===== src/sv/rff_pkg.sv =====
// Shared types, constants and the quarter-sine polynomial coefficients of the Fourier feature map.
// No dependencies; every other file of the block but rff_checker imports this package.
package rff_pkg;

    localparam int MAX_IN_DIM_DEF  = 16;
    localparam int MAX_OUT_DIM_DEF = 64;

    localparam logic [4:0]  DIM_IN_RESET  = 5'd16;
    localparam logic [6:0]  DIM_OUT_RESET = 7'd64;
    localparam logic [15:0] GAIN_RESET    = 16'd2896;

    localparam logic [1:0] OP_WEIGHT  = 2'd0;
    localparam logic [1:0] OP_OFFSET  = 2'd1;
    localparam logic [1:0] OP_ELEMENT = 2'd2;

    localparam logic [1:0] CFG_DIM_IN  = 2'd0;
    localparam logic [1:0] CFG_DIM_OUT = 2'd1;
    localparam logic [1:0] CFG_GAIN    = 2'd2;

    localparam logic [31:0] ONE_Q30 = 32'd1073741824;
    localparam logic [31:0] COEF1   = 32'd1686629713;
    localparam logic [31:0] COEF3   = 32'd693598668;
    localparam logic [31:0] COEF5   = 32'd85569306;
    localparam logic [31:0] COEF7   = 32'd5026998;
    localparam logic [31:0] COEF9   = 32'd172273;

    typedef enum logic [2:0] {
        ST_IDLE,
        ST_ACC,
        ST_COS,
        ST_OUT
    } rff_state_t;

    // One phase word handed along the chain of feature cells.
    typedef struct packed {
        logic        vld;
        logic [5:0]  idx;
        logic        last;
        logic [23:0] phase;
    } rff_phase_t;

endpackage


===== src/sv/rff_cosine.sv =====
// Sequential Horner evaluator of gain*cos(2*pi*phase), one multiply per cycle.
// Depends on rff_pkg.
module rff_cosine (
    input  logic               aclk,
    input  logic               aresetn,
    input  logic               start,
    input  logic [23:0]        phase,
    input  logic [15:0]        gain,
    output logic               done,
    output logic signed [15:0] result
);
    import rff_pkg::*;

    logic [3:0]  step_reg, step_next;
    logic        busy_reg;
    logic [31:0] a_reg, a2_reg, t_reg;
    logic        neg_reg;
    logic [15:0] mag_reg;
    logic [31:0] mul_a, mul_b;
    logic [63:0] mul_p;
    logic [31:0] sh;
    logic [1:0]  q;
    logic [31:0] u;
    logic [31:0] prod;
    logic [16:0] magr;
    logic signed [15:0] res_reg;
    logic        done_reg;

    assign q = phase[23:22];
    assign u = {2'b00, phase[21:0], 8'd0};

    always_comb begin
        mul_a = a2_reg;
        mul_b = t_reg;
        case (step_reg)
            4'd0: begin mul_a = a_reg; mul_b = a_reg; end
            4'd5: begin mul_a = a_reg; mul_b = t_reg; end
            default: begin mul_a = a2_reg; mul_b = t_reg; end
        endcase
    end

    assign mul_p = mul_a * mul_b;
    assign sh    = mul_p[61:30];
    assign magr  = sh[31:16] + {16'd0, sh[15]};
    assign prod  = gain * mag_reg + 32'd8192;
    assign step_next = step_reg + 4'd1;

    always_ff @(posedge aclk) begin
        if (!aresetn) begin
            busy_reg <= 1'b0;
            done_reg <= 1'b0;
            step_reg <= 4'd0;
        end else begin
            done_reg <= 1'b0;
            if (start) begin
                busy_reg <= 1'b1;
                step_reg <= 4'd0;
            end else if (busy_reg) begin
                step_reg <= step_next;
                if (step_reg == 4'd6) begin
                    busy_reg <= 1'b0;
                    done_reg <= 1'b1;
                end
            end
        end
        if (start) begin
            a_reg   <= (q == 2'd0 || q == 2'd2) ? ONE_Q30 - u : u;
            neg_reg <= (q == 2'd1 || q == 2'd2);
            t_reg   <= COEF9;
        end else if (busy_reg) begin
            case (step_reg)
                4'd0: a2_reg <= sh;
                4'd1: t_reg <= COEF7 - sh;
                4'd2: t_reg <= COEF5 - sh;
                4'd3: t_reg <= COEF3 - sh;
                4'd4: t_reg <= COEF1 - sh;
                4'd5: mag_reg <= (magr > 17'd16384) ? 16'd16384 : magr[15:0];
                default: begin
                    if (neg_reg) begin
                        res_reg <= (prod[31:14] >= 18'd32768) ? 16'sh8000
                                 : $signed(16'd0 - prod[29:14]);
                    end else begin
                        res_reg <= (prod[31:14] > 18'd32767) ? 16'sh7fff
                                 : $signed(prod[29:14]);
                    end
                end
            endcase
        end
    end

    assign done   = done_reg;
    assign result = res_reg;
endmodule


===== config.mk =====
export PLATFORM = sky130hd
export DESIGN_NAME = rff_cosine
export DESIGN_NICKNAME = d
export VERILOG_FILES = /design/src/sv/rff_pkg.sv /design/src/sv/rff_cosine.sv
export SDC_FILE = /design/constraint.sdc
export NUM_CORES = 2
export LEC_CHECK = 0
export ABC_AREA = 1
export BUFFER_PORTS_ARGS = -buffer_cell sky130_fd_sc_hd__buf_2
export CORE_MARGIN = 2
export CORE_UTILIZATION = 65
export DETAILED_ROUTE_END_ITERATION = 8
export HOLD_SLACK_MARGIN = 0.05
export PLACE_DENSITY = 0.86
export SLEW_MARGIN = 20
export SYNTH_ARGS = -nofsm -noshare
export SYNTH_HDL_FRONTEND = slang
export SYNTH_SLANG_ARGS = --single-unit

===== constraint.sdc =====
create_clock -name aclk -period 20.6 [get_ports aclk]
set_clock_uncertainty 0.15 [all_clocks]
set_input_delay 4.12 -clock aclk [delete_from_list [all_inputs] [get_ports aclk]]
set_output_delay 4.12 -clock aclk [all_outputs]
set_load 0.02 [all_outputs]

After elaboration in Yosys (flattened, before gate mapping)
Cells that the tools add are included.
- $add $sub $neg: 9
- multipliers: 2
- div/mod/pow operators: 0
- magnitude comparators: 3
- equal/unequal tests: 8
- shift-type cells: 0
- muxes and demuxes: 11
- bitwise gates (word level): 4
- reduce and logical (&&, ||, !) cells: 13
- operators with widths (cell ; number):
    32-bit case mux with 4 select lines ; 1
    32-bit two-way mux ; 2
    32-bit by 32-bit multiplier with 62-bit output ; 1
    16-bit two-way mux ; 3
    32-bit by 14-bit adder with 32-bit output (second input constant) ; 1
    16-bit by 16-bit multiplier with 32-bit output ; 1
    23-bit by 32-bit subtractor with 32-bit output (first input constant) ; 1
    27-bit by 32-bit subtractor with 32-bit output (first input constant) ; 1
    30-bit by 32-bit subtractor with 32-bit output (first input constant) ; 1
    31-bit by 30-bit subtractor with 32-bit output (first input constant) ; 1
    31-bit by 32-bit subtractor with 32-bit output (first input constant) ; 1
    30-bit two-way mux ; 1
    18-bit by 16-bit >= comparator with 1-bit output (second input constant) ; 1
    18-bit by 15-bit greater-than comparator with 1-bit output (second input constant) ; 1
    16-bit by 1-bit adder with 17-bit output ; 1
    17-bit by 15-bit greater-than comparator with 1-bit output (second input constant) ; 1
    1-bit by 16-bit subtractor with 16-bit output (first input constant) ; 1
    4-bit by 3-bit equality test with 1-bit output (second input constant) ; 3
    3-bit AND reduction ; 3
    4-bit by 2-bit equality test with 1-bit output (second input constant) ; 2
    6-bit OR reduction ; 1
    4-bit by 1-bit adder with 4-bit output (second input constant) ; 1
    4-bit by 1-bit equality test with 1-bit output (second input constant) ; 1
    4-bit logical NOT ; 1
    10 further kinds ; 18
- register bits after elaboration: 135
- latch bits: 0
- bits in writable memories: 0
- bits in read-only memories: 0
- input port bits: 43
- output and inout port bits: 17
- memories: 0

Longest topological paths before layout
- depth after elaboration: 6
- depth in mapped cells: 61
- gate-level depth less buffers: 58

Least setup slack after synthesis
OpenSTA, ideal clock, no wires.
- path type: in2reg
- from: input gain[11]
- to: register res_reg[12] (netlist: result[12]) (data pin)
- library setup time: 256 ps
- arrival: 9972 ps
- setup slack: 10222 ps
- stages on the path: 28
- path buffers: 2
- path through: clkbuf_1 -> clkbuf_1 -> nand2_1 -> fa_1 -> inv_1 -> fa_1 -> inv_1 -> fa_1 -> inv_1 -> fa_1 -> inv_1 -> fa_1 -> inv_1 -> fa_1 -> ha_1 -> nand2_1 -> nor2_1 -> inv_1 -> o21ai_0 -> xor2_1 -> ha_1 -> nand3_1 -> nor2_1 -> nand3_1 -> nor2_1 -> nand3_1 -> nand3_1 -> nand2_1
- word-level cells in the longest chain between the ends: 5
- elaborated cells on any way between the ends: 8
- classes of those cells: add/sub: 2; mul: 1; order compare: 2; mux: 3
- RTL lines (item ; line ; text):
    from (decl) ; rff_cosine.sv:8 ; input logic [15:0] gain,
    16-bit by 16-bit multiplier with 32-bit output (*) ; rff_cosine.sv:45 ; assign prod = gain * mag_reg + 32'd8192;
    32-bit by 14-bit adder with 32-bit output (*) ; rff_cosine.sv:45 ;
    1-bit by 16-bit subtractor with 16-bit output (tied with other cells) ; rff_cosine.sv:81 ; : $signed(16'd0 - prod[29:14]);
    16-bit two-way mux (on tied branches) ; rff_cosine.sv:80, rff_cosine.sv:83 ;
    16-bit two-way mux (*) ; rff_cosine.sv:79 ; if (neg_reg) begin
    to (signal assigned) ; rff_cosine.sv:80 ; res_reg <= (prod[31:14] >= 18'd32768) ? 16'sh8000
    to (signal assigned) ; rff_cosine.sv:83 ; res_reg <= (prod[31:14] > 18'd32767) ? 16'sh7fff
    to (decl) ; rff_cosine.sv:26 ; logic signed [15:0] res_reg;
Mark *: on every way between the ends. The rest lies on a longest branch, timed or not.
A chain may end at the register's enable or synchronous reset.

Final worst setup path
- from: register step_reg[0]
- to: register mag_reg[5] (data pin)
- word-level cells in the longest chain between the ends: 6
- elaborated cells on any way between the ends: 8
- classes of those cells: add/sub: 1; mul: 1; order compare: 1; eq/ne: 1; mux: 2; reduce/logical: 2
- RTL lines (item ; line ; text):
    from (decl) ; rff_cosine.sv:14 ; logic [3:0] step_reg, step_next;
    from (signal assigned) ; rff_cosine.sv:59 ; step_reg <= step_next;
    4-bit by 3-bit equality test with 1-bit output / 4-bit logical NOT (equally long branches) ; rff_cosine.sv:35 ; case (step_reg)
    2-bit OR reduction (no source line) ; - ;
    32-bit two-way mux ; rff_cosine.sv:35 ;
    32-bit by 32-bit multiplier with 62-bit output (*) ; rff_cosine.sv:42 ; assign mul_p = mul_a * mul_b;
    named net mul_p[61] ; rff_cosine.sv:20 ; logic [63:0] mul_p;
    16-bit by 1-bit adder with 17-bit output (*) ; rff_cosine.sv:44 ; assign magr = sh[31:16] + {16'd0, sh[15]};
    17-bit by 15-bit greater-than comparator with 1-bit output (*) ; rff_cosine.sv:77 ; 4'd5: mag_reg <= (magr > 17'd16384) ? 16'd16384 : magr[15:0];
    to (signal assigned) ; rff_cosine.sv:77 ;
    to (decl) ; rff_cosine.sv:18 ; logic [15:0] mag_reg;
Mark *: on every way through the listed nets, which the timed path passes. The rest lies on a longest branch.

==> impl_metrics.env <==
export IMPL_rsz0062_at_grt="no"
export IMPL_die_w_um=283.4
export IMPL_setup_tns_ns=0
export IMPL_antenna_left=0
export IMPL_cts_setup_buffers=0
export IMPL_syn_nets=8119
export IMPL_clock_path_buffers=2
export IMPL_cts_tree="built"
export IMPL_first_pass_iters=6
export IMPL_hold_viol=0
export IMPL_synth_edf_count=88
export IMPL_syn_to_final_growth_pct=3.795
export IMPL_synthSimpleGateAreaFrac_pct=20.92
export IMPL_numPortBuffers=59
export IMPL_gp_congestion=1.112
export IMPL_dieHeight_um=283.4
export IMPL_synth_seq_cells=126
export IMPL_htreeDepth=4
export IMPL_drive_above_1_share_pct=3.959
export IMPL_critPathTopFamily="adder cells"
export IMPL_crit_buf_inv=6
export IMPL_clk_latency_ns=0.44
export IMPL_synth_compound_area_share_pct=4.946
export IMPL_ys_flop_type="edfxtp_1"
export IMPL_viasPerCell=6.016
export IMPL_synth_xor_area_share_pct=1.191
export IMPL_grt_start_max_net_pins=57
export IMPL_critical_path_required_ns=20.68
export IMPL_synth_top_family_by_area="adder cells"
export IMPL_slowest_stage="clkinv_1"
export IMPL_ys_warn_count=0
export IMPL_max_cap_viol_count=0
export IMPL_synthArstFlopShare_pct=0
export IMPL_cts_sinks=126
export IMPL_synth_fa_ha_area_share_pct=52.51
export IMPL_route_detailed_drc=0
export IMPL_drt_wl_total_um=173200
export IMPL_dieArea_mm2=0.08032
export IMPL_numCtsBuffers=17
export IMPL_crit_fanout=52
export IMPL_dp_hpwl_um=137600
export IMPL_synth_cells=6600
export IMPL_setup_viol=0
export IMPL_cp_arrival_ns=12.55
export IMPL_ctsResizeCount=0
export IMPL_avgSynthCellArea_um2=7.688
export IMPL_grt_pass1_wl_um=268200
export IMPL_grt_pass1_vias=47260
export IMPL_gr_usage_all_layers_pct=44.23
export IMPL_fin_nets=8022
export IMPL_critPathMostFrequentCell="fa_1"
export IMPL_io_pins=60
export IMPL_synth_distinct_cells=59
export IMPL_netlist_area_mm2=0.05074
export IMPL_cp_end_kind="flop"
export IMPL_row_count=102
export IMPL_min_path_type="flop to flop"
export IMPL_slowest_delay_ns=0.87
export IMPL_grt_ovfl_total=0
export IMPL_drv_slew=0
export IMPL_outcome="complete, no violations"
export IMPL_antenna_found_initial=7
export IMPL_worstSetupPathType="flop to flop"
export IMPL_slew_headroom_pct=19.53
export IMPL_start_util_pct=65.61
export IMPL_fmax_mhz=80.21
export IMPL_cts_root_buf="clkbuf_16"
export IMPL_yosysSeqAreaShare_pct=6.707
export IMPL_fin_crit_sh_pct=60.52
export IMPL_worst_pin_slew_ns=1.200
export IMPL_drtIter0Drc=5638
export IMPL_core_mm2=0.07734
export IMPL_num_vias=45480
export IMPL_finalCriticalPeriod_ns=12.47
export IMPL_clkSlewWorstSetupHoldPaths_ns=0.06
export IMPL_wl_per_cell_um=22.91
export IMPL_cts_hold_buf=0
export IMPL_synthMuxAreaShare_pct=0
export IMPL_start_kind="flop"
cells in the final DEF, fill, tap and decap left out, types with 46 or more instances in the layout:
cell type     n
a21oi_1     171
buf_2        59
buf_4        73
edfxtp_1     88
fa_1       1089
ha_1        387
inv_1      1567
nand2_1    1376
nand3_1     187
nor2_1      895
o21ai_0     143
xor2_1       46
final cells by class:
class                           count  area (um^2)
Antenna cell                        4        10.01
Clock buffer                       18        429.2
Clock inverter                     14        153.9
Fill cell                        6164        24670
Inverter                         1601         6010
Multi-Input combinational cell   4624        40490
Sequential cell                   126         3403
Tap cell                         1040         1301
Timing Repair Buffer              133        870.8
path summary, 6_finish.rpt:
| path | cells past startpoint | from | slack (ns) | endpoint |
|---|---|---|---|---|
| worst max-delay path | 33 | step_reg[0]$_SDFFE_PP0P_ | 8.13 | mag_reg[5]$_SDFFCE_PN0P_ |
| worst min-delay path | 2 | t_reg[15]$_SDFFE_PP1P_ | 0.35 | t_reg[15]$_SDFFE_PP1P_ |
| worst max register to register | 33 | step_reg[0]$_SDFFE_PP0P_ | 8.13 | mag_reg[5]$_SDFFCE_PN0P_ |
| worst min register to register | 2 | t_reg[15]$_SDFFE_PP1P_ | 0.35 | t_reg[15]$_SDFFE_PP1P_ |
Yosys cell counts, types with 14 or more instances:
| master | instances | area share (%) |
|---|---|---|
| a21oi_1 | 171 | 1.7 |
| a31oi_1 | 18 | 0.22 |
| buf_1 | 14 | 0.10 |
| clkbuf_1 | 230 | 1.7 |
| clkinv_1 | 24 | 0.18 |
| dfxtp_1 | 38 | 1.5 |
| edfxtp_1 | 88 | 5.2 |
| fa_1 | 1089 | 43 |
| ha_1 | 387 | 9.5 |
| inv_1 | 1569 | 12 |
| nand2_1 | 1377 | 10 |
| nand2_2 | 18 | 0.22 |
| nand3_1 | 187 | 1.8 |
| nand4_1 | 29 | 0.36 |
| nor2_1 | 896 | 6.6 |
| nor3_1 | 46 | 0.45 |
| o21ai_0 | 163 | 1.6 |
| o21ai_1 | 27 | 0.27 |
| xnor2_1 | 23 | 0.40 |
| xor2_1 | 46 | 0.79 |
metrics by stage:
stage | hold slack, ns | utilization (%) | cell area (um^2) | std cells | worst slack [ns]
after floorplan | 0.2924 | - | 50740 | 6600 | 10.22
after global placement | 0.3080 | 67.29 | 52040 | 7523 | 8.663
after detailed placement | 0.3267 | 67.29 | 52040 | 7523 | 8.489
after CTS | 0.3418 | 68.05 | 52630 | 7555 | 8.454
after global routing | 0.3583 | 68.09 | 52660 | 7556 | 7.484
final | 0.3458 | 68.10 | 52670 | 7560 | 8.132
layer usage:
metal / GRT usage (%) / wire length [um] / vias up
li1: - / - / 19190
met1: 55.85 / 59300 / 21800
met2: 63.95 / 72270 / 3584
met3: 16.91 / 27210 / 897
met4: 28.40 / 14350 / 8
met5: 0 / 50 / -
cells by family (layout without fill, tap and decap cells):
| kind of cell | count (synthesis) | after routing |
|---|---|---|
| other cells | 1 | 5 |
| flops | 126 | 126 |
| compound gates | 454 | 454 |
| buf+inv | 1850 | 1766 |
| simple gates | 2624 | 2624 |
| xor+xnor | 69 | 69 |
| fa+ha+maj | 1476 | 1476 |
worst reg2reg max path: cells and delay by family, from the launching register on:
| kind | cells | cell delay (ns) |
|---|---|---|
| AND/OR/NAND/NOR | 10 | 2.44 |
| XOR/XNOR | 1 | 0.56 |
| adder cells (fa/ha/maj) | 10 | 4.83 |
| flip-flops | 1 | 0.39 |
| AO/OA/AOI/OAI | 6 | 1.90 |
| buffers and inverters | 6 | 1.95 |
Power is not shown: default switching activity piles up to over one toggle a cycle in this logic, so the estimate is an artifact.
