<file path="config.mk">
export PLATFORM = sky130hd
export DESIGN_NAME = rff_mac_cell
export DESIGN_NICKNAME = d
export VERILOG_FILES = /design/src/sv/rff_pkg.sv /design/src/sv/rff_mac_cell.sv
export SDC_FILE = /design/constraint.sdc
export NUM_CORES = 1
export LEC_CHECK = 0
export BUFFER_PORTS_ARGS = -buffer_cell sky130_fd_sc_hd__buf_2
export CORE_MARGIN = 8
export CORE_UTILIZATION = 30
export CTS_BUF_LIST = sky130_fd_sc_hd__clkbuf_2 sky130_fd_sc_hd__clkbuf_4 sky130_fd_sc_hd__clkbuf_8
export DETAILED_ROUTE_END_ITERATION = 10
export PLACE_DENSITY = 0.52
export SLEW_MARGIN = 20
export SYNTH_ARGS = -nofsm -noshare
export SYNTH_HDL_FRONTEND = slang
export SYNTH_SLANG_ARGS = --single-unit
</file>
<file path="constraint.sdc">
create_clock -name aclk -period 7.3 [get_ports aclk]
set_input_delay 1.095 -clock aclk [delete_from_list [all_inputs] [get_ports aclk]]
set_output_delay 1.095 -clock aclk [all_outputs]
set_load 0.05 [all_outputs]
</file>
<file path="src/sv/rff_pkg.sv">
// Shared types, constants and the quarter-sine polynomial coefficients of the Fourier feature map.
// No dependencies; every other file of the block but rff_checker imports this package.
package rff_pkg;

    localparam int MAX_IN_DIM_DEF  = 16;
    localparam int MAX_OUT_DIM_DEF = 64;

    localparam logic [4:0]  DIM_IN_RESET  = 5'd16;
    localparam logic [6:0]  DIM_OUT_RESET = 7'd64;
    localparam logic [15:0] GAIN_RESET    = 16'd2896;

    localparam logic [1:0] OP_WEIGHT  = 2'd0;
    localparam logic [1:0] OP_OFFSET  = 2'd1;
    localparam logic [1:0] OP_ELEMENT = 2'd2;

    localparam logic [1:0] CFG_DIM_IN  = 2'd0;
    localparam logic [1:0] CFG_DIM_OUT = 2'd1;
    localparam logic [1:0] CFG_GAIN    = 2'd2;

    localparam logic [31:0] ONE_Q30 = 32'd1073741824;
    localparam logic [31:0] COEF1   = 32'd1686629713;
    localparam logic [31:0] COEF3   = 32'd693598668;
    localparam logic [31:0] COEF5   = 32'd85569306;
    localparam logic [31:0] COEF7   = 32'd5026998;
    localparam logic [31:0] COEF9   = 32'd172273;

    typedef enum logic [2:0] {
        ST_IDLE,
        ST_ACC,
        ST_COS,
        ST_OUT
    } rff_state_t;

    // One phase word handed along the chain of feature cells.
    typedef struct packed {
        logic        vld;
        logic [5:0]  idx;
        logic        last;
        logic [23:0] phase;
    } rff_phase_t;

endpackage

</file>
<file path="src/sv/rff_mac_cell.sv">
// One multiply-accumulate cell: adds w*x modulo one turn to the phase it is handed.
// Depends on rff_pkg.
module rff_mac_cell (
    input  logic              aclk,
    input  logic              aresetn,
    input  rff_pkg::rff_phase_t in_word,
    input  logic signed [17:0] weight,
    input  logic signed [17:0] element,
    output rff_pkg::rff_phase_t out_word
);
    import rff_pkg::*;

    logic signed [35:0] prod;
    rff_phase_t out_reg;

    assign prod = weight * element;

    always_ff @(posedge aclk) begin
        if (!aresetn) begin
            out_reg.vld <= 1'b0;
        end else begin
            out_reg.vld <= in_word.vld;
        end
        out_reg.idx   <= in_word.idx;
        out_reg.last  <= in_word.last;
        out_reg.phase <= in_word.phase + prod[23:0];
    end

    assign out_word = out_reg;
endmodule

</file>
; Word-level counts from Yosys, hierarchy flattened
; Index checks and enable logic that the tools add are counted.
[totals]
ff_bits = 32
out_inout_bits = 32
in_bits = 70
[op_classes]
n_mul = 1
n_addsub = 1
[ops]
columns = op, count
row1 = adder 24 bit, 1
row2 = multiplier 18 x 18 -> 24 bit, 1

; Longest topological paths before layout
; Gate-level depths: netlist of run 1.
[depth]
ltp_word = 2
ltp_mapped = 23
ltp_nobuf = 22

; Least setup slack after synthesis of run 1
; OpenSTA, ideal clock, no wires.
[synth_path]
path_kind = input -> register
startpoint = input weight[10]
endpoint = register out_reg, in the netlist out_word[23]
setup_slack_ps = 941
n_path_buf = 1
t_required_ps = 7177
t_arrival_ps = 6236
setup_time_ps = 123
cell_stages = 21
path_cell_list = clkbuf_1 > and2_1 > fa_1 > fa_1 > inv_1 > fa_1 > inv_1 > fa_1 > inv_1 > fa_1 > inv_1 > fa_1 > ha_1 > ha_1 > a211oi_1 > o211ai_1 > a41oi_2 > o21ai_2 > nor3b_2 > o31ai_2 > xnor2_1
[synth_via]
elab_chain_cells = 2
[synth_lines]
columns = item, line_no
row1 = start: declaration, rff_mac_cell.sv:7  ; input logic signed [17:0] weight,
row2 = multiplier 18 x 18 -> 24 bit, rff_mac_cell.sv:16  ; assign prod = weight * element;
row3 = adder 24 bit, rff_mac_cell.sv:26  ; out_reg.phase <= in_word.phase + prod[23:0];
row4 = end: declaration, rff_mac_cell.sv:14  ; rff_phase_t out_reg;
; No other way between the ends.
; A chain may end at the register's enable or synchronous reset.

; Final worst setup path of run 1
[layout_path]
startpoint = input element[1]
endpoint = register out_reg, in the netlist out_word[23]
[layout_via]
elab_chain_cells = 2
[layout_lines]
columns = item, line_no
row1 = start: declaration, rff_mac_cell.sv:8  ; input logic signed [17:0] element,
row2 = multiplier 18 x 18 -> 24 bit, rff_mac_cell.sv:16
row3 = adder 24 bit, rff_mac_cell.sv:26
; No other way between the ends.

==> results of run 1 <==
cells in the final DEF (no fill, tap or decap), types with 3 or more instances in the layout:
master    instances
a21o_1            7
fa_1            223
a21oi_1          11
a211oi_1          3
o211ai_1          3
nand2_1          95
xor2_1            9
xnor2_1          38
nor2b_1           6
clkbuf_8          5
buf_2           101
ha_1             86
inv_1           251
dfxtp_1          32
o21ai_0           4
and2_1          167
nor2_1            8
logic make-up (layout without fill, tap and decap cells):
logic type | after synthesis | count (layout) | synth area share
adders and majority gates | 309 | 309 | 0.581
and+or+nand+nor | 290 | 290 | 0.164
buffers and inverters | 281 | 362 | 0.111
xor gates and xnor gates | 47 | 47 | 0.0432
AOI/OAI and AO/OA | 41 | 41 | 0.0336
DFF | 32 | 32 | 0.0672
Yosys cell counts, types with 2 or more instances:
cell type  instances  area (sq um)
nand4_1            2          12.5
nor3_1             2          10.0
o211ai_1           3          22.5
xnor2_1           38           333
clkbuf_1          29           109
ha_1              86          1080
o21ai_0            4          20.0
a211oi_1           3          22.5
nand3_1            2          10.0
a21o_1             7          52.6
nand2b_1           2          12.5
inv_1            251           942
nand2_1           95           357
a21oi_2            2          17.5
and2_1           167          1040
nor2b_1            6          37.5
fa_1             223          4460
xor2_1             9          78.8
a21oi_1           11          55.1
dfxtp_1           32           641
nor2_1             8          30.0
metrics by stage:
stage	util	hold WS, ns	cell area (sq um)
3_5_place_dp	0.333	1.20	10400
6_report	0.335	0.871	10500
5_1_grt	0.335	0.856	10500
4_1_cts	0.335	0.858	10500
3_3_place_gp	0.333	1.20	10400
2_1_floorplan	-	1.12	9530
critical path: cells and delay by family:
kind,cells,cell delay [ns]
AOI/OAI and AO/OA,5,0.98
adders and majority gates,8,3.52
xor gates and xnor gates,1,0.13
buffers and inverters,5,0.48
and+or+nand+nor,2,0.46
how the worst max path moves through the flow:
stage | depth (start not counted) | to | start | slack [ns]
after floorplan | 21 | out_word[23]$_DFF_P_ | weight[10] | 0.94
after global placement | 21 | out_word[23]$_DFF_P_ | element[1] | 0.51
after detailed placement | 21 | out_word[23]$_DFF_P_ | element[1] | 0.47
after CTS | 21 | out_word[23]$_DFF_P_ | element[1] | 0.83
after global routing | 21 | out_word[23]$_DFF_P_ | element[1] | 0.46
final | 21 | out_word[23]$_DFF_P_ | element[1] | 0.85
layer usage:
metal / up-vias / share of wire / global-route usage
li1: 3047 / - / -
met1: 3292 / 0.45 / 0.173
met2: 133 / 0.49 / 0.223
met3: 19 / 0.044 / 0.0198
met4: 2 / 0.015 / 0.0257
met5: - / 0.00042 / 0
final cells by class:
class | instances | area (sq um)
clock buffer | 5 | 68.8
clock inverter | 3 | 18.8
fill | 3311 | 20900
inverter | 251 | 942
multi-input combinational | 687 | 7830
sequential | 32 | 641
tap | 402 | 503
timing repair buffer | 103 | 520
==> results.md, run 1 <==
- Status: finished, final reports clean
- Post-synth ARST share: 0
- Final Cycle Share: 0.884
- Starting Density: 0.304
- Root buf cell: clkbuf_8
- Syn nets: 1379
- Worst slew pin tran: 0.423 ns
- Clock sinks: 32
- WL final: 23.5 mm
- MaxCap Viol Count: 0
- Area grow syn2layout: 10.5%
- Synth cell types: 39
- Crit path top cell by count: fa_1
- Sum Neg Setup Slack: 0 ns
- DRT antenna net count: 0
- Fin. max-slew vios: 0
- Clock-pin slew on the worst setup and hold paths: 0.11 ns
- GRT Residual Overflow: 0
- Max FFs per register: 32
- Yosys reg bits: 32
- CTS Buf Count: 5
- Max FO, Critical Path: 18
- CP cell instances: buf_2, and2_1, fa_1, fa_1, inv_1, fa_1, inv_1, fa_1, inv_1, fa_1, inv_1, fa_1, ha_1, ha_1, a211oi_1, o211ai_1, a41oi_2, o21ai_2, nor3b_2, o31ai_2, xnor2_1
- Syn avg cell area: 9.53 sq um
- Critical Path End Type: register
- Die width: 194 um
- DRC viols: 0
- Input/output buffers: 101
- Register area share after synthesis: 0.0672
- Hold-critical path depth: 1
- F_max: 155 MHz
- Global-route wire length before repair: 39.3 mm
- Final HPWL DP: 20.1 mm
- Slowest cell on the critical path: fa_1
- Final GP Congestion: 0.804
- Hold Path End: out_word[28]$_DFF_P_
- Post-cts sizing count: 0
- Dpl ws: 0.469 ns
- Die Span Y: 194 um
- Hold Path Class: in -> reg
- Yosys warnings: 0
- Routed len/inst: 15.9 um
- Crit path kind: in -> reg
- Post-synth top flop: dfxtp_1
- Fin worst setup slack: 0.845 ns
- Fin nets: 1459
- DRT iter0 DRCs: 230
- Diode count: 0
- Post-synth EDFFs: 0
- Setup-failing EPs final: 0
- GRT Overall Usage: 0.131
- Mapped Cells: 1000
- Drt via density: 4.38
- Post-CTS Setup Bufs: 0
- Post-route non-filler standard cell count: 1483
- H-tree depth: 2
- CORE AREA: 31400 sq um
- Crit path DAT: 6.68 ns
- DR pass1 iterations: 4
- TritonCTS clock tree: yes
- Final min period: 6.45 ns
- Vias: 6493
- Max-slew headroom: 0.716
- Vias in the first global route: 7431
- Synthesized area: 9530 sq um
- Initial antenna violation count: 1
- Final Hold Viols: 0
- RSZ-0062 raised after global routing: no
- Top Ports: 102
- Clock buffer depth: 2
- # rows: 65
- Startpoint Class: input port
- Largest net degree at the start of global routing: 19
- Critical Path RT: 7.52 ns
- Worst hold start: in_word[28]
- Placed Cells: 1475
- Layout cells sized above 1: 0.113
- Die area: 37700 sq um
- Slowest stage delay, CP: 0.55 ns
- Hold-fix buffers at CTS: 0
Power of run 1 is not shown: default switching activity piles up to over one toggle a cycle in this logic, so the estimate is an artifact.
==> run 2, diff against run 1 <==
- ABC_CLOCK_PERIOD_IN_PS: default -> 7300
- MAX_ROUTING_LAYER: default -> met4
==> run 2 against run 1 <==
Effect of this change:
- worst setup slack lost 0.0035 ns
- clock-buffer cell count is the same
- fmax is essentially flat
- critical path type unchanged
- first-iteration DRC count rose by 6.1%
- non-clock buffer count stayed put
- via count decreased by 0.35%
- sequential share of layout area hardly changed
- final cell count about the same
- wire length barely moved
- critical path depth is the same
- final area is essentially flat
==> results.md, run 2 (synthesis gave the netlist of run 1 again) <==
- Max FO, Critical Path: 18
- Sum Neg Setup Slack: 0 ns
- # rows: 65
- Hold-fix buffers at CTS: 0
- Vias in the first global route: 7434
- DRC viols: 0
- Final GP Congestion: 0.815
- Sequential cell area: 641 sq um
- Critical Path End Type: register
- Vias: 6470
- Commonest non-fill, non-tap cells in the layout: 251 x inv_1, 223 x fa_1, 167 x and2_1, 101 x buf_2, 95 x nand2_1
- Post-cts sizing count: 0
- Post-CTS Setup Bufs: 0
- Root buf cell: clkbuf_8
- Final HPWL DP: 20.1 mm
- Final Cycle Share: 0.885
- F_max: 155 MHz
- Die area: 37700 sq um
- TritonCTS clock tree: yes
- Final min period: 6.46 ns
- Hold-critical path depth: 1
- Worst hold start: in_word[28]
- Hold slack: 0.871 ns
- Largest net degree at the start of global routing: 19
- Input/output buffers: 101
- Clock sinks: 32
- Crit path kind: in -> reg
- Routed len/inst: 15.9 um
- CTS Buf Count: 5
- Area grow syn2layout: 10.5%
- DRT iter0 DRCs: 244
- Critical Path RT: 7.52 ns
- GRT Residual Overflow: 0
- RSZ-0062 raised after global routing: no
- Clock buffer depth: 2
- Worst slew pin tran: 0.423 ns
- DR pass1 iterations: 5
- GRT Overall Usage: 0.134
- Max-slew headroom: 0.716
- Fin nets: 1459
- Top Ports: 102
- Fill count: 3310
- WL final: 23.5 mm
- Drt via density: 4.36
- H-tree depth: 2
- Max FFs per register: 32
- Hold Path End: out_word[28]$_DFF_P_
- Final Hold Viols: 0
- Global-route wire length before repair: 39.3 mm
- Hold Path Class: in -> reg
- Layout cells sized above 1: 0.113
- Multi-input gate area: 7830 sq um
- CORE AREA: 31400 sq um
- Clock-pin slew on the worst setup and hold paths: 0.11 ns
- Startpoint Class: input port
- Die width: 194 um
- Fin. max-slew vios: 0
- Status: finished, final reports clean
- DRT antenna net count: 0
- Setup-failing EPs final: 0
- Crit path DAT: 6.68 ns
- Die Span Y: 194 um
- Starting Density: 0.304
- Commonest non-fill, non-tap cell in the layout: inv_1
- MaxCap Viol Count: 0
- Initial antenna violation count: 1
[run 2: cell count changes in the layout (fill, tap and decap cells not counted), sizes merged]
cell   change
diode      +1
[run 2: worst max-delay path by stage]
stage	end	from	slack (ns)	depth (start not counted)
global route	out_word[23]$_DFF_P_	element[0]	0.46	21
finish	out_word[23]$_DFF_P_	element[1]	0.84	21
global placement	out_word[23]$_DFF_P_	element[1]	0.51	21
CTS	out_word[23]$_DFF_P_	element[1]	0.83	21
detailed placement	out_word[23]$_DFF_P_	element[1]	0.47	21
floorplan	out_word[23]$_DFF_P_	weight[10]	0.94	21
[run 2: area by class of cell]
class / instances / share of cell area
repair buffers: 103 / 0.0494
well taps: 402 / 0.0478
inverters: 251 / 0.0895
clock buffers: 5 / 0.00654
multi-input cells: 687 / 0.744
flip-flops and latches: 32 / 0.0608
diodes: 1 / 0.000238
clock inverters: 3 / 0.00178
[run 2: critical path, stage by stage]
cell      delay, ns
buf_2          0.27
and2_1         0.20
fa_1           0.44
fa_1           0.55
inv_1          0.06
fa_1           0.47
inv_1          0.05
fa_1           0.49
inv_1          0.05
fa_1           0.52
inv_1          0.05
fa_1           0.43
ha_1           0.29
ha_1           0.33
a211oi_1       0.22
o211ai_1       0.17
a41oi_2        0.33
o21ai_2        0.16
nor3b_2        0.26
o31ai_2        0.10
xnor2_1        0.13
[run 2: metrics by stage]
step	instances	instance area, sq um	util	setup WS [ns]
2_1_floorplan	1000	9530	-	0.941
6_report	1484	10500	0.335	0.842
5_1_grt	1484	10500	0.335	0.457
4_1_cts	1483	10500	0.335	0.825
3_3_place_gp	1475	10400	0.333	0.514
3_5_place_dp	1475	10400	0.333	0.469
[run 2: per-layer routing]
metal	vias to the layer above	share of wire	routed length [um]	track usage
met5	-	0	0	-
met2	130	0.49	11400	0.223
li1	3045	-	-	-
met1	3278	0.46	10800	0.175
met3	17	0.040	935	0.0180
met4	0	0.015	352	0.0257
Power of run 2 is left out for the same reason.
==> run 3, diff against run 2 <==
- ABC_AREA: default -> 1
- ABC_CLOCK_PERIOD_IN_PS: 7300 -> 5360
- CORE_UTILIZATION: 30 -> 50
- PLACE_DENSITY: 0.52 -> 0.78
- clock period: 7.3 -> 5.36 ns (I/O delays scaled with it)
==> run 3 against run 2 <==
Effect of this change:
- the run now ends with negative setup slack left
- final area grew 26%
- synthesized cell count is 35% higher
- area after synthesis up 8.4%
- critical path type unchanged
- largest cell class unchanged
==> results.md, run 3 <==
- Die width: 160 um
- Failing checks: negative setup slack
- Yosys warnings: 0
- Clock sinks: 32
- Diode count: 0
- Max FFs per register: 32
- Fill count: 1612
- CP cell instances: buf_12, buf_8, nand2_2, inv_2, fa_1, inv_2, fa_2, fa_1, fa_1, inv_2, fa_1, fa_1, ha_4, ha_4, nand2_4, nor2_4, nand2_2, o211ai_1, buf_4, xor2_1
- DRT iter0 DRCs: 383
- Post-synth ARST share: 0
- Syn avg cell area: 7.64 sq um
- Post-synth top cells: 454 x inv_1, 371 x nand2_1, 223 x fa_1, 86 x ha_1, 38 x clkbuf_1
- Crit path top cell by count: fa_1
- Layout cells sized above 1: 0.262
- Register area share after synthesis: 0.0620
- DR pass1 iterations: 5
- Max FO, Critical Path: 5
- Starting Density: 0.511
- DRC viols: 0
- Area grow syn2layout: 28.1%
- Final Cycle Share: 1.04
- Root buf cell: clkbuf_8
- Die Span Y: 160 um
- Critical Path End Type: register
- Post-synth top flop: dfxtp_1
- Global-route wire length before repair: 44.9 mm
- Commonest non-fill, non-tap cells in the layout: 427 x inv_1, 343 x nand2_1, 201 x fa_1, 136 x buf_4, 68 x buf_2
- Drt via density: 4.76
- Fin. max-slew vios: 0
- Yosys reg bits: 32
- Worst slew pin tran: 0.365 ns
- Setup-failing EPs final: 11
- Startpoint Class: input port
- Crit path kind: in -> reg
- Hold Path Class: in -> reg
- Routed len/inst: 14.9 um
- Synth area leaders: fa_1 43%, inv_1 16%, nand2_1 13%
- Crit path DAT: 5.81 ns
- Final Hold Viols: 0
- Commonest non-fill, non-tap cell in the layout: inv_1
- CP Buf/Inv Count: 6
- Synthesized area: 10300 sq um
- Die area: 25500 sq um
- Post-synth EDFFs: 0
- Largest net degree at the start of global routing: 18
- # rows: 52
- Syn nets: 1732
- Mapped Cells: 1353
- Top delay family on crit path: adder cells
- Final min period: 5.59 ns
- Clock-pin slew on the worst setup and hold paths: 0.07 ns
- Synth cell types: 37
- H-tree depth: 2
- DRT antenna net count: 0
- Critical Path RT: 5.58 ns
- TritonCTS clock tree: yes
- Input/output buffers: 101
- Vias: 8710
- Hold-fix buffers at CTS: 0
- Max-slew headroom: 0.756
- Status: finished, violations left
- Fin worst setup slack: -0.234 ns
- MaxCap Viol Count: 0
- CTS Buf Count: 5
- Final HPWL DP: 23.3 mm
- RSZ-0062 raised after global routing: yes
- Initial antenna violation count: 0
- CORE AREA: 20200 sq um
- F_max: 179 MHz
- GRT Residual Overflow: 0
- Slowest cell on the critical path: fa_2
- Slowest stage delay, CP: 0.57 ns
- Synth top area share: 0.432
- Most numerous cell in the Yosys netlist: inv_1
- Final GP Congestion: 0.924
- Top Ports: 102
- Clock buffer depth: 2
- Vias in the first global route: 9543
- Hold slack: 0.603 ns
- GRT Overall Usage: 0.221
- WL final: 27.3 mm
- Area leader, netlist: fa_1
- Fin nets: 1937
-- run 3: changes by cell type in the layout (fill, tap and decap cells not counted), sizes merged, moves of 16 or more --
| cell | before | now |
|---|---|---|
| and2 | 167 | 0 |
| buf | 103 | 252 |
| inv | 251 | 456 |
| nand2 | 95 | 375 |
| nand3 | 2 | 29 |
| nor2 | 8 | 24 |
| xnor2 | 38 | 10 |
-- run 3: logic make-up after synthesis --
logic type	share of synthesized area
buffers and inverters	0.192
xor gates and xnor gates	0.0170
AOI/OAI and AO/OA	0.0249
adders and majority gates	0.536
DFF	0.0620
and+or+nand+nor	0.168
-- run 3: final timing paths --
kind | cells past startpoint | to | startpoint | slack (ns)
min | 1 | out_word[27]$_DFF_P_ | in_word[27] | 0.60
max | 20 | out_word[15]$_DFF_P_ | weight[5] | -0.23
-- run 3: layout make-up --
type,instances,area [sq um],share of cell area
clock inverters,3,42.5,0.00321
well taps,270,338,0.0255
inverters,456,1720,0.130
repair buffers,253,2010,0.152
multi-input cells,810,8420,0.636
flip-flops and latches,32,641,0.0484
clock buffers,5,68.8,0.00520
-- run 3: metrics by stage --
| step | std cells | util | setup slack [ns] | TNS (ns) | cell area [sq um] |
|---|---|---|---|---|---|
| floorplan | 1353 | - | -0.359 | -2.11 | 10800 |
| global placement | 1799 | 0.598 | -0.685 | -6.72 | 12100 |
| detailed placement | 1799 | 0.598 | -0.789 | -8.16 | 12100 |
| CTS | 1818 | 0.637 | -0.130 | -0.775 | 12900 |
| global route | 1829 | 0.654 | -0.361 | -3.13 | 13200 |
| finish | 1829 | 0.654 | -0.234 | -1.40 | 13200 |
-- run 3: repair_timing --
action	in CTS	in global routing
pin swaps	75	45
endpoints found under the setup margin	15	15
resized for setup	152	81
setup buffers	11	11
-- run 3: per-layer routing --
| metal | global-route usage | vias to the layer above | routed length, um |
|---|---|---|---|
| li1 | - | 4162 | - |
| met3 | 0.0296 | 84 | 1470 |
| met4 | 0.102 | 0 | 1330 |
| met2 | 0.384 | 283 | 13500 |
| met5 | - | - | 0 |
| met1 | 0.250 | 4181 | 10900 |
Power of run 3 is left out for the same reason.
